## config.mk

```make
export PLATFORM = sky130hd
export DESIGN_NAME = binary64_sign_minmax_scale_unit_top
export DESIGN_NICKNAME = d
export VERILOG_FILES = /design/src/design/bsmsu_pkg.sv /design/src/design/bsmsu_core.sv /design/src/design/binary64_sign_minmax_scale_unit_top.sv
export SDC_FILE = /design/constraint.sdc
export NUM_CORES = 1
export LEC_CHECK = 0
export BUFFER_PORTS_ARGS = -buffer_cell sky130_fd_sc_hd__buf_2
export CAP_MARGIN = 5
export CELL_PAD_IN_SITES_DETAIL_PLACEMENT = 1
export CELL_PAD_IN_SITES_GLOBAL_PLACEMENT = 2
export CORE_MARGIN = 2
export CORE_UTILIZATION = 35
export CTS_CLUSTER_DIAMETER = 50
export DETAILED_ROUTE_END_ITERATION = 10
export PLACE_DENSITY = 0.73
export SYNTH_ARGS = -nofsm -noshare
export SYNTH_HDL_FRONTEND = slang
export SYNTH_SLANG_ARGS = --single-unit
export TNS_END_PERCENT = 1
```

## constraint.sdc

```tcl
create_clock -name aclk -period 13.4 [get_ports aclk]
set_clock_uncertainty 0.05 [all_clocks]
set_input_delay 0.67 -clock aclk [delete_from_list [all_inputs] [get_ports aclk]]
set_output_delay 0.67 -clock aclk [all_outputs]
set_load 0.1 [all_outputs]
```

## src/design/bsmsu_pkg.sv

```systemverilog
// Package: operation codes, field widths and binary64 constants for the sign/minmax/scale unit.
package bsmsu_pkg;

    typedef enum logic [2:0] {
        ACT_COPYSIGN = 3'd0,
        ACT_MAX      = 3'd1,
        ACT_MIN      = 3'd2,
        ACT_NEXT     = 3'd3,
        ACT_SPLIT    = 3'd4,
        ACT_SCALE    = 3'd5
    } action_t;

    localparam logic [63:0] MAG_MASK  = 64'h7FFF_FFFF_FFFF_FFFF;
    localparam logic [63:0] SIGN_MASK = 64'h8000_0000_0000_0000;
    localparam logic [63:0] EXP_MASK  = 64'h7FF0_0000_0000_0000;
    localparam logic [63:0] FRAC_MASK = 64'h000F_FFFF_FFFF_FFFF;
    localparam logic [63:0] KEEP_MASK = 64'h800F_FFFF_FFFF_FFFF;
    localparam logic [63:0] HALF_EXP  = 64'h3FE0_0000_0000_0000;
    localparam logic [63:0] QNAN_BITS = 64'h7FF8_0000_0000_0000;
    localparam logic [63:0] POS_INF   = 64'h7FF0_0000_0000_0000;
    localparam logic signed [11:0] SPLIT_BIAS = 12'sd1022;
    localparam logic signed [13:0] EXP_ALL    = 14'sd2047;

    typedef struct packed {
        logic signed [12:0] scale;
        logic [63:0]        y_bits;
        logic [63:0]        x_bits;
        logic [2:0]         action;
    } op_t;

    typedef struct packed {
        logic signed [11:0] exponent_out;
        logic [63:0]        result_bits;
    } res_t;

endpackage

```

## src/design/bsmsu_core.sv

```systemverilog
// Combinational datapath: computes one result from one registered operation.
module bsmsu_core
    import bsmsu_pkg::*;
(
    input  op_t  op,
    output res_t res
);

    logic [63:0] x, y;
    logic x_nan, y_nan, x_zero, y_zero, x_inf;
    logic [63:0] kx, ky;
    logic x_lt_y, y_lt_x;
    logic [10:0] field;
    logic signed [13:0] e_sum;
    logic away;

    always_comb begin
        x = op.x_bits;
        y = op.y_bits;
        x_nan  = ((x & EXP_MASK) == EXP_MASK) && ((x & FRAC_MASK) != 64'd0);
        y_nan  = ((y & EXP_MASK) == EXP_MASK) && ((y & FRAC_MASK) != 64'd0);
        x_zero = (x & MAG_MASK) == 64'd0;
        y_zero = (y & MAG_MASK) == 64'd0;
        x_inf  = (x & MAG_MASK) == POS_INF;
        // monotone keys: negative patterns invert, positive ones set the top bit
        kx = x[63] ? ~x : (x | SIGN_MASK);
        ky = y[63] ? ~y : (y | SIGN_MASK);
        x_lt_y = !(x_zero && y_zero) && (kx < ky);
        y_lt_x = !(x_zero && y_zero) && (ky < kx);
        field = x[62:52];
        e_sum = $signed({3'b000, field}) + 14'(op.scale);
        away  = x[63] ? y_lt_x : x_lt_y;

        res.result_bits  = 64'd0;
        res.exponent_out = 12'sd0;
        case (op.action)
            ACT_COPYSIGN: res.result_bits = (x & MAG_MASK) | (y & SIGN_MASK);
            ACT_MAX: begin
                if (x_nan)      res.result_bits = y;
                else if (y_nan) res.result_bits = x;
                else            res.result_bits = y_lt_x ? x : y;
            end
            ACT_MIN: begin
                if (x_nan)      res.result_bits = y;
                else if (y_nan) res.result_bits = x;
                else            res.result_bits = x_lt_y ? x : y;
            end
            ACT_NEXT: begin
                if (x_nan || y_nan)         res.result_bits = QNAN_BITS;
                else if (!x_lt_y && !y_lt_x) res.result_bits = y;
                else if (x_zero)            res.result_bits = (y & SIGN_MASK) | 64'd1;
                else if (away)              res.result_bits = x + 64'd1;
                else                        res.result_bits = x - 64'd1;
            end
            ACT_SPLIT: begin
                if (x_zero || x_nan || x_inf) begin
                    res.result_bits = x;
                end else begin
                    res.exponent_out = $signed({1'b0, field}) - SPLIT_BIAS;
                    res.result_bits  = (x & KEEP_MASK) | HALF_EXP;
                end
            end
            ACT_SCALE: begin
                if (x_zero || x_nan || x_inf)  res.result_bits = x;
                else if (e_sum >= EXP_ALL)     res.result_bits = (x & SIGN_MASK) | POS_INF;
                else if (e_sum <= 14'sd0)      res.result_bits = 64'd0;
                else res.result_bits = (x & KEEP_MASK) | {1'b0, e_sum[10:0], 52'd0};
            end
            default: res.result_bits = 64'd0;
        endcase
    end

endmodule

```

## src/design/binary64_sign_minmax_scale_unit_top.sv

```systemverilog
// Top level: input register, datapath and output register with stream handshakes.
//
//  channel | dir | tdata bits (low first)                          | tuser
//  s_      | in  | action[2:0] x_bits[66:3] y_bits[130:67] scale[143:131] | -
//  m_      | out | result_bits[63:0] exponent_out[75:64]           | -
//
// One transaction per cycle while the m_ side is not stalled; path: input register, result register.
// The result register is refilled whenever it is empty or being taken.
// Reset clears both valid flags; a stalled m_ side holds both stages.
module binary64_sign_minmax_scale_unit_top
    import bsmsu_pkg::*;
(
    input  logic         aclk,
    input  logic         aresetn,
    input  logic         s_tvalid,
    output logic         s_tready,
    input  logic [143:0] s_tdata,   // action, x_bits, y_bits, scale
    output logic         m_tvalid,
    input  logic         m_tready,
    output logic [79:0]  m_tdata    // result_bits, exponent_out, zero pad
);

    op_t  op_reg;
    logic op_valid_reg;
    res_t res_reg, res_next;
    logic res_valid_reg;
    logic adv;

    assign adv      = !res_valid_reg || m_tready;
    assign s_tready = adv;

    bsmsu_core u_core (.op(op_reg), .res(res_next));

    always_ff @(posedge aclk) begin
        if (!aresetn) begin
            op_valid_reg  <= 1'b0;
            res_valid_reg <= 1'b0;
        end else if (adv) begin
            op_valid_reg  <= s_tvalid;
            res_valid_reg <= op_valid_reg;
        end
    end

    always_ff @(posedge aclk) begin
        if (adv) begin
            op_reg  <= s_tdata;
            res_reg <= res_next;
        end
    end

    assign m_tvalid = res_valid_reg;
    assign m_tdata  = {4'd0, res_reg.exponent_out, res_reg.result_bits};

endmodule

```

==> PnR_summary.wiki <==
{| class="wikitable"
! Metric !! Value
|-
| FFs w/ async S/R, synth || 0
|-
| Distinct cell type count of the synthesized netlist || 90
|-
| Deepest level of the CTS H-tree || 1
|-
| Number of nets in the layout || ~2,100
|-
| Buffer levels on the longest clock path || 3
|-
| Total setup buffers inserted after CTS || 0
|-
| Number of setup violations in the final report || 0
|-
| Final Wtd Congestion || 0.9065
|-
| Fraction of synthesized cell area in xor and xnor cells || 0.1031
|-
| Total via count after detailed routing || 13,420
|-
| Crit-path cells || buf_4 > buf_4 > xnor2_1 > ha_1 > nand2_1 > nor4_1 > nand3_1 > o41ai_2 > nor2_1 > a21oi_4 > buf_4 > ha_1 > a21oi_1 > o21ai_2 > a2111oi_4 > nand2_1 > a221oi_2 > nor3_1 > nor3b_2 > o22ai_1 > a31oi_1 > xnor2_1 > a211o_1
|-
| Max_slew headroom || 0.2837
|-
| Clock root cell || clkbuf_16
|-
| Type of the most critical hold path || primary input to flip-flop
|-
| End of the worst register-to-register path || m_tdata[57]
|-
| Average routed wire per standard cell || about 23 um
|-
| Post-Synth Simple-Gate Area || 0.1293
|-
| Primary flip-flop cell chosen by synthesis mapping || edfxtp_1
|-
| Max VDD drop || roughly 0.00012 V
|-
| Number of detailed-route iterations in the first pass || 5
|-
| Initial core utilization || 0.3539
|-
| Pin count of the biggest net entering global routing || 69
|-
| Inserted Clock Buffers || 30
|-
| Top cell type's share of synthesized area || 0.4113
|-
| Clock tree from TritonCTS || built
|-
| Max Freq || ~120 MHz
|-
| Part of the Yosys area used for sequential elements || 0.4138
|-
| Final TNS setup || 0 ns
|-
| Row count || between 70 and 80
|-
| Antenna violations before repair || 0
|-
| Final global-route overflow total || 0
|-
| Synthesis-to-finish area growth || 17.59%
|-
| Flop and latch count out of synthesis || roughly 220
|-
| Cell type with the largest total area after synthesis || edfxtp_1
|-
| Iteration-0 DRC Markers || slightly above 900
|-
| Final core utilization || 0.4162
|-
| Adder-Cell Fraction of Synth Area || 0.1170
|-
| Min-Delay Path Depth || 1
|-
| CTS clock-pin slew for the worst setup and hold paths || 0.06 ns
|-
| Post-synthesis mux area share || 0.004362
|-
| Ratio of total power to cell area || 168.7 nW/um^2
|-
| Number of max-cap violations || 0
|-
| Worst Path Arrival || 8.47 ns
|-
| Kind of critical path || flip-flop to flip-flop
|-
| DR DRC count || 0
|-
| Post-route met1 wirelength || ~26,000 um
|-
| Ratio of final minimum period to clock period || 0.6113
|-
| Top sig layer || met4
|-
| Fill count || 5,119
|-
| Die Outline Area || around 48,000 um^2
|-
| DIE WIDTH || 218.2 um
|-
| Syn Inst Count || about 1,600
|-
| Avg Vias per Cell || approximately 5.6
|-
| Standard cell core area || ~45,000 um^2
|-
| Outcome || complete, no violations
|-
| Placement-stage cell area || about 18,000 um^2
|-
| Compound-gate portion of the synthesized area || 0.2050
|-
| Endpoint class of the critical path || flip-flop
|-
| Total leakage power || slightly below 8 nW
|-
| Worst-path fanout max || 38
|-
| Number of non-filler instances in the completed layout || between 2,000 and 2,500
|-
| Cell with the largest stage delay on the worst path || nor4_1
|-
| Most common cell on crit path || buf_4
|-
| Final-report max-slew violation count || 0
|-
| Avg Inst Size Synth || 10.33 um^2
|-
| # diodes || 0
|-
| Min-Delay Startpoint || s_tdata[140]
|-
| Post-Syn Area || roughly 16,000 um^2
|-
| Count of input and output buffers || approximately 230
|-
| Sum of net half-perimeters after detailed placement || ~42,000 um
|-
| Syn. warnings || 0
|-
| Transition time at the pin with the least slew margin || 1.061 ns
|-
| Vias in the first global route || 13,890
|-
| Destination of the worst hold path || op_reg[140]
|-
| Boundary Pins || 230
|-
| Dominant delay contributor by cell family on the critical path || compound AO/OA/AOI/OAI gates
|-
| Share of cells above drive strength 1 || 0.1848
|-
| Setup crit start kind || flip-flop
|-
| Final critical path time including I/O delays and setup || between 8 and 9 ns
|-
| Combinational family with the most area after synthesis || compound AO/OA/AOI/OAI gates
|-
| Crit path launch || op_reg[130]
|-
| Overall track demand over capacity in global routing || 0.2261
|-
| Worst-skew pair later-pin latency || 0.57 ns
|-
| Hold Buf Count CTS || 0
|-
| Detailed-route wire length || approximately 55,000 um
|-
| Flip-flop count of the largest register, all copies and words added || about 140
|-
| Final hold violation count || 0
|-
| Unrepaired setup endpoints after global routing || false
|-
| Count of nets left with antenna violations after detail routing || 0
|-
| Worst reg-to-reg setup slack || around 5.2 ns
|-
| Critical Path Max Stage Delay || a little under 0.7 ns
|-
| Clock Sinks || ~220
|-
| Routed length on met3 || 2497 um
|-
| Quantity of gates resized following cts || 0
|-
| Cell types with the largest area share after synthesis || edfxtp_1 41%, ha_1 11%, xnor2_1 5.5%
|-
| Number of enable flip-flop cells after synthesis || 220
|-
| R2R depth || 23
|-
| Required time of the critical path || 13.67 ns
|-
| Global-route wire length before repair || slightly above 80,000 um
|-
| Cell total after placement || 2,335
|-
| Buffers & Inverters on Critical Path || 3
|-
| Final std cell area, no fill || between 15,000 and 20,000 um^2
|-
| Launch instance of the worst register-to-register path || op_reg[130]
|-
| Wire length on met2 || around 25,000 um
|-
| Die height || 218.2 um
|}
## worst reg2reg max path, delay by kind of cell (launching register included)
family / cells / cell delay (ns)
AOI/OAI and AO/OA: 9 / 2.86
and+or+nand+nor: 7 / 2.12
buffers and inverters: 3 / 1.54
adders and majority gates: 2 / 0.76
DFF: 1 / 0.33
xor gates and xnor gates: 2 / 0.29
## cell type report
cell class	count	area (um^2)	share of cell area
tap	600	750.7	0.03975
inverter	35	131.4	0.006956
timing repair buffer	244	1269	0.06717
clock buffer	35	790.8	0.04187
clock inverter	21	272.8	0.01444
multi-input combinational	1234	9026	0.4779
sequential	222	6646	0.3519
## cell usage after synthesis (13+ instances only)
library cell,n
a211oi_1,14
o21bai_1,14
ha_1,147
a21o_1,57
o21a_1,13
nor2_1,112
inv_1,35
nor4_1,37
o211ai_1,19
xor2_1,88
a31oi_1,16
xnor2_1,101
nand3_1,46
o21ai_0,73
clkbuf_1,38
a21oi_1,108
nand4_1,36
edfxtp_1,220
nor3_1,23
a221o_1,40
a22oi_1,15
nand2_1,103
## power by group
part | leakage, nW | switching, mW | total (mW) | internal (mW)
Sequential | 2.38 | 0.0670 | 0.930 | 0.863
Clock | 0.517 | 0.328 | 0.837 | 0.509
Combinational | 4.92 | 0.996 | 1.42 | 0.423
## worst max path at each step
stage	end	slack, ns	cells past startpoint
after global routing	m_tdata[57]	4.87	25
after floorplan	m_tdata[59]	4.22	25
after CTS	m_tdata[57]	5.35	25
after detailed placement	m_tdata[57]	5.39	23
final	m_tdata[57]	5.21	23
after global placement	m_tdata[57]	5.44	24
## layout by cell type, fill, tap and decap left out, types with 5 or more instances in the layout
cell,synthesis,routed
buf_2,10,225
edfxtp_1,220,220
ha_1,147,147
nor2_1,112,112
a21oi_1,108,107
nand2_1,103,103
xnor2_1,101,101
xor2_1,88,88
o21ai_0,73,73
a21o_1,57,57
nand3_1,46,46
a221o_1,40,40
nor4_1,37,37
nand4_1,36,36
inv_1,35,35
clkbuf_16,0,31
nor3_1,23,21
o211ai_1,19,19
buf_4,4,19
a31oi_1,16,16
a22oi_1,15,15
a211oi_1,14,14
o21bai_1,14,14
o21a_1,13,13
and3_1,10,10
nor2b_1,10,10
o21ai_1,10,10
a221oi_1,7,7
o31ai_1,7,7
and2_1,7,7
mux2i_1,7,7
nand2b_1,8,7
a211o_1,6,6
a21boi_0,5,5
## per-stage QoR
step / hold WS (ns) / setup slack, ns / total power, mW
floorplan: 0.3844 / 4.224 / 2.017
finish: 0.2211 / 5.208 / 3.186
global route: 0.1938 / 4.870 / 3.352
global placement: 0.3913 / 5.436 / 2.348
CTS: 0.1887 / 5.355 / 3.207
detailed placement: 0.4140 / 5.388 / 2.352
## cells by family (layout without fill, tap and decap cells)
logic type | after synthesis | in the layout
other cells | 1 | 4
simple gates | 420 | 420
fa+ha+maj | 149 | 149
xor+xnor | 189 | 189
buf+inv | 102 | 335
mux | 7 | 7
compound gates | 465 | 465
flops | 222 | 222
## per-layer routing
metal,vias up,global-route usage
li1,6408,-
met1,6614,0.3199
met2,338,0.3665
met3,64,0.02742
met4,0,0.05669
met5,-,0
No activity file was read; power rests on OpenSTA's default activity.
